**src/hdl/lpq_pkg.sv**
```systemverilog
`default_nettype none

package lpq_pkg;

    localparam int STAMP_W     = 32;
    localparam int HALF_KEY_W  = 16;
    localparam int IN_ENTRY_W  = 32;
    localparam int OUT_ENTRY_W = 32;
    localparam int HELD_W      = 7;

    localparam logic KIND_INSERT = 1'b0;
    localparam logic KIND_REMOVE = 1'b1;

    typedef enum logic [2:0] {
        ST_CLEAR,
        ST_IDLE,
        ST_SCAN,
        ST_DRAIN,
        ST_COMMIT
    } lpq_state_t;

    typedef struct packed {
        logic clear;
        logic sample;
        logic remove;
    } best_ctrl_t;

endpackage

`default_nettype wire

```
**src/hdl/lpq_best_unit.sv**
```systemverilog
`default_nettype none

module lpq_best_unit
    import lpq_pkg::*;
#(
    parameter int ADDR_W  = 6,
    parameter int KEY2_W  = 32,
    parameter int ENTRY_W = 32
) (
    input  wire logic               clk,
    input  wire logic               rst_n,
    input  wire best_ctrl_t         ctrl,
    input  wire logic               cand_valid,
    input  wire logic [KEY2_W-1:0]  cand_key,
    input  wire logic [STAMP_W-1:0] cand_stamp,
    input  wire logic [ENTRY_W-1:0] cand_entry,
    input  wire logic [ADDR_W-1:0]  cand_addr,
    input  wire logic [STAMP_W-1:0] arrival,
    output logic                    have,
    output logic      [ADDR_W-1:0]  best_addr,
    output logic      [ENTRY_W-1:0] best_entry
);

    logic               have_reg;
    logic [ADDR_W-1:0]  best_addr_reg;
    logic [KEY2_W-1:0]  best_key_reg;
    logic [STAMP_W-1:0] best_age_reg;
    logic [ENTRY_W-1:0] best_entry_reg;
    logic [STAMP_W-1:0] cand_age;
    logic               take;

    always_comb
    begin
        cand_age = arrival - cand_stamp;
        if (ctrl.remove)
        begin
            take = cand_valid && (!have_reg || (cand_key < best_key_reg) ||
                   ((cand_key == best_key_reg) && (cand_age > best_age_reg)));
        end
        else
        begin
            take = !cand_valid && !have_reg;
        end
    end

    always_ff @(posedge clk or negedge rst_n)
    begin
        if (!rst_n)
        begin
            have_reg <= 1'b0;
        end
        else if (ctrl.clear)
        begin
            have_reg <= 1'b0;
        end
        else if (ctrl.sample && take)
        begin
            have_reg <= 1'b1;
        end
    end

    always_ff @(posedge clk)
    begin
        if (!ctrl.clear && ctrl.sample && take)
        begin
            best_addr_reg  <= cand_addr;
            best_key_reg   <= cand_key;
            best_age_reg   <= cand_age;
            best_entry_reg <= cand_entry;
        end
    end

    assign have       = have_reg;
    assign best_addr  = best_addr_reg;
    assign best_entry = best_entry_reg;

endmodule

`default_nettype wire

```
**config.mk**
```make
export PLATFORM = sky130hd
export DESIGN_NAME = lpq_best_unit
export DESIGN_NICKNAME = d
export VERILOG_FILES = /design/src/hdl/lpq_pkg.sv /design/src/hdl/lpq_best_unit.sv
export SDC_FILE = /design/constraint.sdc
export NUM_CORES = 1
export LEC_CHECK = 0
export BUFFER_PORTS_ARGS = -buffer_cell sky130_fd_sc_hd__buf_2
export CAP_MARGIN = 10
export CORE_UTILIZATION = 45
export DETAILED_ROUTE_END_ITERATION = 7
export PLACE_DENSITY = 0.69
export SYNTH_ARGS = -nofsm -noshare
export SYNTH_HDL_FRONTEND = slang
export SYNTH_SLANG_ARGS = --single-unit
```
**constraint.sdc**
```tcl
create_clock -name clk -period 4.36 [get_ports clk]
set_clock_uncertainty 0.2 [all_clocks]
set_input_delay 0.872 -clock clk [delete_from_list [all_inputs] [get_ports clk]]
set_output_delay 0.872 -clock clk [all_outputs]
set_load 0.005 [all_outputs]
```
# ---- Word-level counts from Yosys, hierarchy flattened
# Cells that the tools add are included.
dict set report word_totals {
  output_inout_bits 39
  elab_cells 24
  inputBits 140
  ff_bits 103
}
dict set report classes {
  eq_ne 1
  mux 3
  reduce_logical 12
  addsub 1
  order_cmp 2
}
# cell count
set op_table {}
lappend op_table {{32-bit == test} 1}
lappend op_table {{32-bit greater-than comparator} 1}
lappend op_table {{32-bit < comparator} 1}
lappend op_table {{32-bit subtractor} 1}
lappend op_table {{1-bit logical AND} 6}
lappend op_table {{1-bit logical NOT} 3}
lappend op_table {{1-bit 2-to-1 mux} 3}
lappend op_table {{1-bit logical OR} 2}
lappend op_table {{2-bit nonzero test} 1}

# ---- Logic depth before layout (Yosys ltp)
dict set report depth {
  word_depth 9
  mapped_depth 20
  depth_no_buf 20
}

# ---- Worst setup path after synthesis
# Ideal clock, no wire load.
dict set report synth_timing {
  path_kind {input port to flip-flop}
  start {in cand_stamp[17]}
  end {reg best_addr_reg[0], in the netlist best_addr[0] (enable)}
  slack_ns -1.324
  path_stages 17
  required_time_ns 3.737
  setup_time_ns 0.423
  t_arrival_ns 5.060
  path_buffers 0
  cell_sequence {inv_1 -> ha_1 -> nand3_1 -> inv_1 -> nand4_1 -> nor2_1 -> a31oi_1 -> o21ai_0 -> mux2_2 -> a311oi_1 -> ha_1 -> nand4_1 -> nor3_1 -> o21ai_0 -> o211ai_1 -> a31o_2 -> a31o_2}
}
dict set report synth_via {
  elab_chain_cells 7
}
# element line_no
set synth_rtl {}
lappend synth_rtl {{from (decl)} lpq_best_unit.sv:15} ;# input wire logic [STAMP_W-1:0] cand_stamp,
lappend synth_rtl {{32-bit subtractor} lpq_best_unit.sv:34} ;# cand_age = arrival - cand_stamp;
lappend synth_rtl {{via cand_age[30]} lpq_best_unit.sv:29} ;# logic [STAMP_W-1:0] cand_age;
lappend synth_rtl {{32-bit greater-than comparator} lpq_best_unit.sv:38} ;# ((cand_key == best_key_reg) && (cand_age > best_age_reg)));
lappend synth_rtl {{1-bit logical AND} lpq_best_unit.sv:38}
lappend synth_rtl {{1-bit logical OR} lpq_best_unit.sv:37} ;# take = cand_valid && (!have_reg || (cand_key < best_key_reg) ||
lappend synth_rtl {{1-bit logical AND} lpq_best_unit.sv:37}
lappend synth_rtl {{1-bit 2-to-1 mux} lpq_best_unit.sv:35} ;# if (ctrl.remove)
lappend synth_rtl {{1-bit logical AND} lpq_best_unit.sv:64} ;# if (!ctrl.clear && ctrl.sample && take)
lappend synth_rtl {{to (signal assigned)} lpq_best_unit.sv:66} ;# best_addr_reg <= cand_addr;
lappend synth_rtl {{to (decl)} lpq_best_unit.sv:25} ;# logic [ADDR_W-1:0] best_addr_reg;
# The timed path passes the listed nets, and every way through them passes these cells.
# A chain may end at the register's enable or synchronous reset.

# ---- Worst setup path in the final report
dict set report layout_timing {
  start {in arrival[0]}
  end {reg best_entry_reg[27], in the netlist best_entry[27] (enable)}
}
dict set report layout_via {
  elab_chain_cells 7
}
# element line_no
set layout_rtl {}
lappend layout_rtl {{from (decl)} lpq_best_unit.sv:18} ;# input wire logic [STAMP_W-1:0] arrival,
lappend layout_rtl {{32-bit subtractor} lpq_best_unit.sv:34}
lappend layout_rtl {{via cand_age[26]} lpq_best_unit.sv:29}
lappend layout_rtl {{32-bit greater-than comparator} lpq_best_unit.sv:38}
lappend layout_rtl {{1-bit logical AND} lpq_best_unit.sv:38}
lappend layout_rtl {{1-bit logical OR} lpq_best_unit.sv:37}
lappend layout_rtl {{1-bit logical AND} lpq_best_unit.sv:37}
lappend layout_rtl {{1-bit 2-to-1 mux} lpq_best_unit.sv:35}
lappend layout_rtl {{1-bit logical AND} lpq_best_unit.sv:64}
lappend layout_rtl {{to (signal assigned)} lpq_best_unit.sv:69} ;# best_entry_reg <= cand_entry;
lappend layout_rtl {{to (decl)} lpq_best_unit.sv:28} ;# logic [ENTRY_W-1:0] best_entry_reg;
# The timed path passes the listed nets, and every way through them passes these cells.

==> parameters.txt <==
Parameter                              Value

Timing
  Final Hold Viols    0
  Setup repair after global routing missed its margin    yes
  Worst-case hold slack    0.1057 ns
  Max transition margin    65.34%
  Final critical-path required period    4.613 ns
  Maximum clock rate    ~0.22 GHz
  Final setup violating endpoints    102
  Worst-Margin Slew    0.5067 ns
  Post-layout worst setup margin    -0.2530 ns
  Period utilisation layout    105.8%
  Slew Limit Fails    0

Drt
  Number of vias per cell    5.078
  DRC violation count after routing    0
  DR iter-0 viols    roughly 260
  Drt pass-1 iters    4
  Via count    ~5,600
  Overall routed net length    15,910 um
  Routed len/inst    14.54 um
  Residual antenna-violating net count after detailed routing    0

Worst setup path
  Family of cells with the greatest summed delay on the critical path    compound AO/OA/AOI/OAI gates
  Slowest-stage cell, CP    ha_1
  CP startpoint kind    input pin
  Number of buffers and inverters on the critical path    6
  CP Cell Sequence    buf_12, inv_12, ha_4, fa_2, nor2b_2, o21a_1, o21ai_2, a21oi_2, o21a_1, buf_6, nand4bb_1, and2_4, xor2_2, ha_1, nand4_1, buf_4, nor3_4, o21ai_1, o211ai_1, a31o_2, a31o_4, buf_12, buf_12
  Worst EP required    around 4.2 ns
  Maximum fanout along the worst path    8
  Setup crit start    arrival[0]
  Source of the worst register-to-register timing path    best_key_reg[21]
  Critical path class    input pin to flop
  Worst Setup End Kind    flop
  Critical Path Most Common Cell    buf_12
  Worst setup slack for register-to-register paths    about 1.2 ns
  Critical Path Max Stage Delay    roughly 0.32 ns
  Data arrival time at the worst-slack endpoint    4.48 ns

Clock tree
  Buffer depth of the longest clock path    2
  Library cell used as clock root buffer    clkbuf_16
  Clock insertion delay at the later pin of the skew report    0.35 ns
  Clock buffers created by TritonCTS    9
  Clk slew on worst S/H paths    0.07 ns
  Cts-stage hold buffer count    0
  Clock tree from TritonCTS    done
  H-tree depth reported by CTS    3
  Clock sink total    103

Die
  Num rows    between 40 and 50
  Initial core utilization    45.85%
  Standard cell core area    14,480 um2
  Chip width    123.5 um
  Boundary pin count    ~180
  Die Y    approximately 120 um
  Die area    15,240 um2

Status
  Failing checks    negative setup slack
  Status    complete, but fails checks

Placed design
  Count of input and output buffers    178
  Placed wire-length estimate    12,480 um
  Cell area after placement    around 8700 um2
  Placer's final routability congestion estimate    0.8503

GRT
  Aggregate global-route resource usage    approximately a fifth
  Global-route wire length before repair    25,340 um
  Via count of the first global-routing pass    5,604
  GRT overflow    0
  Number of antenna violations at the first check in global routing    1
  Maximum number of pins on one net before global-route repair    18

Layout
  Synth-to-Final Area Change    44.33%
  Count of filler cells inserted in the layout    1,125
  Nets    1,140
  Post-layout utilization of the core    66.18%
  Fin area    roughly 9600 um2
  Fraction of layout instances using a drive strength above 1    40.37%

Synth
  Fraction of post-synthesis cell area in the top cell type by area    46.14%
  Sequential share of the synthesized area    46.51%
  Mean cell area of the mapped netlist    10.99 um2
  Post-synthesis instance area    6639 um2
  Number of storage elements in the synthesis netlist    103
  Unique masters post-synth    62
  Synth area leaders    edfxtp_1 (46%), ha_1 (18%), inv_1 (5.9%), a21o_1 (4.0%), a21oi_1 (2.8%)
  Number of synthesized flops with an enable pin    102
  Cell type with the highest aggregate area in the netlist    edfxtp_1
  Main flop type after synthesis    edfxtp_1
  Fraction of synthesis flops using an asynchronous set or reset pin    0.9709%
  Cell types with the highest counts after synthesis    inv_1 (105), edfxtp_1 (102), ha_1 (95), a21oi_1 (37), a21o_1 (35)
  Post-synth net total    840
  Top-count cell post-synth    inv_1
  Synth Instances    604
  Number of synthesis warnings    0

Job
  Reported max-cap violation count    0

Power
  Peak supply drop    roughly 0.00016 V
  Power density of the placed cells    308.0 nW/um2
  LEAKAGE    between 4 and 5 nW

Hold path
  Class of the worst hold path    input pin to asynchronous set/reset pin
cells by family (layout without fill, tap and decap cells):
kind of cell             count (synthesis)  count (layout)  share of synthesized area (%)
flip-flops                             103             103                          46.51
XOR/XNOR                                26              26                          3.430
buffers and inverters                  110             415                          6.257
AO/OA/AOI/OAI                          144             144                          15.30
AND/OR/NAND/NOR                        124             124                          10.12
adder cells (fa/ha/maj)                 96              96                          18.21
multiplexers                             1               1                         0.1696
other                                    0               1                              0
cell usage in the layout, fill, tap and decap left out, drive strengths merged, types with 10 or more instances in the layout:
cell / n
nor2b: 10
clkbuf: 10
nor2: 25
o21a: 10
o21ai: 22
inv: 106
buf: 294
a21oi: 39
nand4: 17
xnor2: 18
nor3: 13
nand2: 22
edfxtp: 102
ha: 95
a21o: 35
routing by layer:
metal	vias to the layer above	global-route usage, %	wire length, um
met5	-	0	0
met4	0	6.024	266
met3	23	4.197	962
met2	153	39.39	7938
met1	2574	24.91	6738
li1	2805	-	-
worst register-to-register path: cells and delay by family (launching register included):
kind                       cells  cell delay [ns]
DFF                            1             0.36
adders and majority gates      1             0.23
and+or+nand+nor                1             0.07
buffers and inverters          3             0.41
AOI/OAI and AO/OA              7             1.61
final cells by class:
cell class	instances	area (um2)	area share (%)
well taps	184	230.2	2.403
clock inverters	6	92.59	0.9663
diodes	1	2.502	0.02612
repair buffers	294	2083	21.74
inverters	105	409.1	4.270
clock buffers	10	229.0	2.390
flip-flops and latches	103	3088	32.23
multi-input cells	391	3447	35.98
through the flow:
step	power, mW	instances	setup slack (ns)	setup TNS, ns
2_1_floorplan	1.671	604	-0.5273	-53.79
4_1_cts	2.947	1090	-0.2475	-23.97
3_5_place_dp	1.998	1057	-0.6981	-70.07
3_3_place_gp	1.963	1057	-0.6515	-65.86
6_report	2.951	1094	-0.2530	-23.95
5_1_grt	3.111	1093	-0.4537	-44.57
report_power, final:
group	internal (mW)	switching (mW)	leakage [nW]
Sequential	1.17	0.0148	0.950
Clock	0.506	0.352	0.149
Combinational	0.474	0.434	3.50
repair_timing:
item / CTS / global route
gates resized for setup: 46 / 9
endpoints found under the setup margin: 103 / 103
buffers inserted: 8 / 3
pin swaps: 29 / 20
cloned: 10 / 0
path summary, 6_finish.rpt:
path | cells past startpoint | endpoint
min | 1 | have
min in group clk | 2 | have
max in group asynchronous | 1 | have
max reg2reg | 12 | best_entry[27]
max | 23 | best_entry[27]
min reg2reg | 2 | have
No activity file was read; power rests on OpenSTA's default activity.
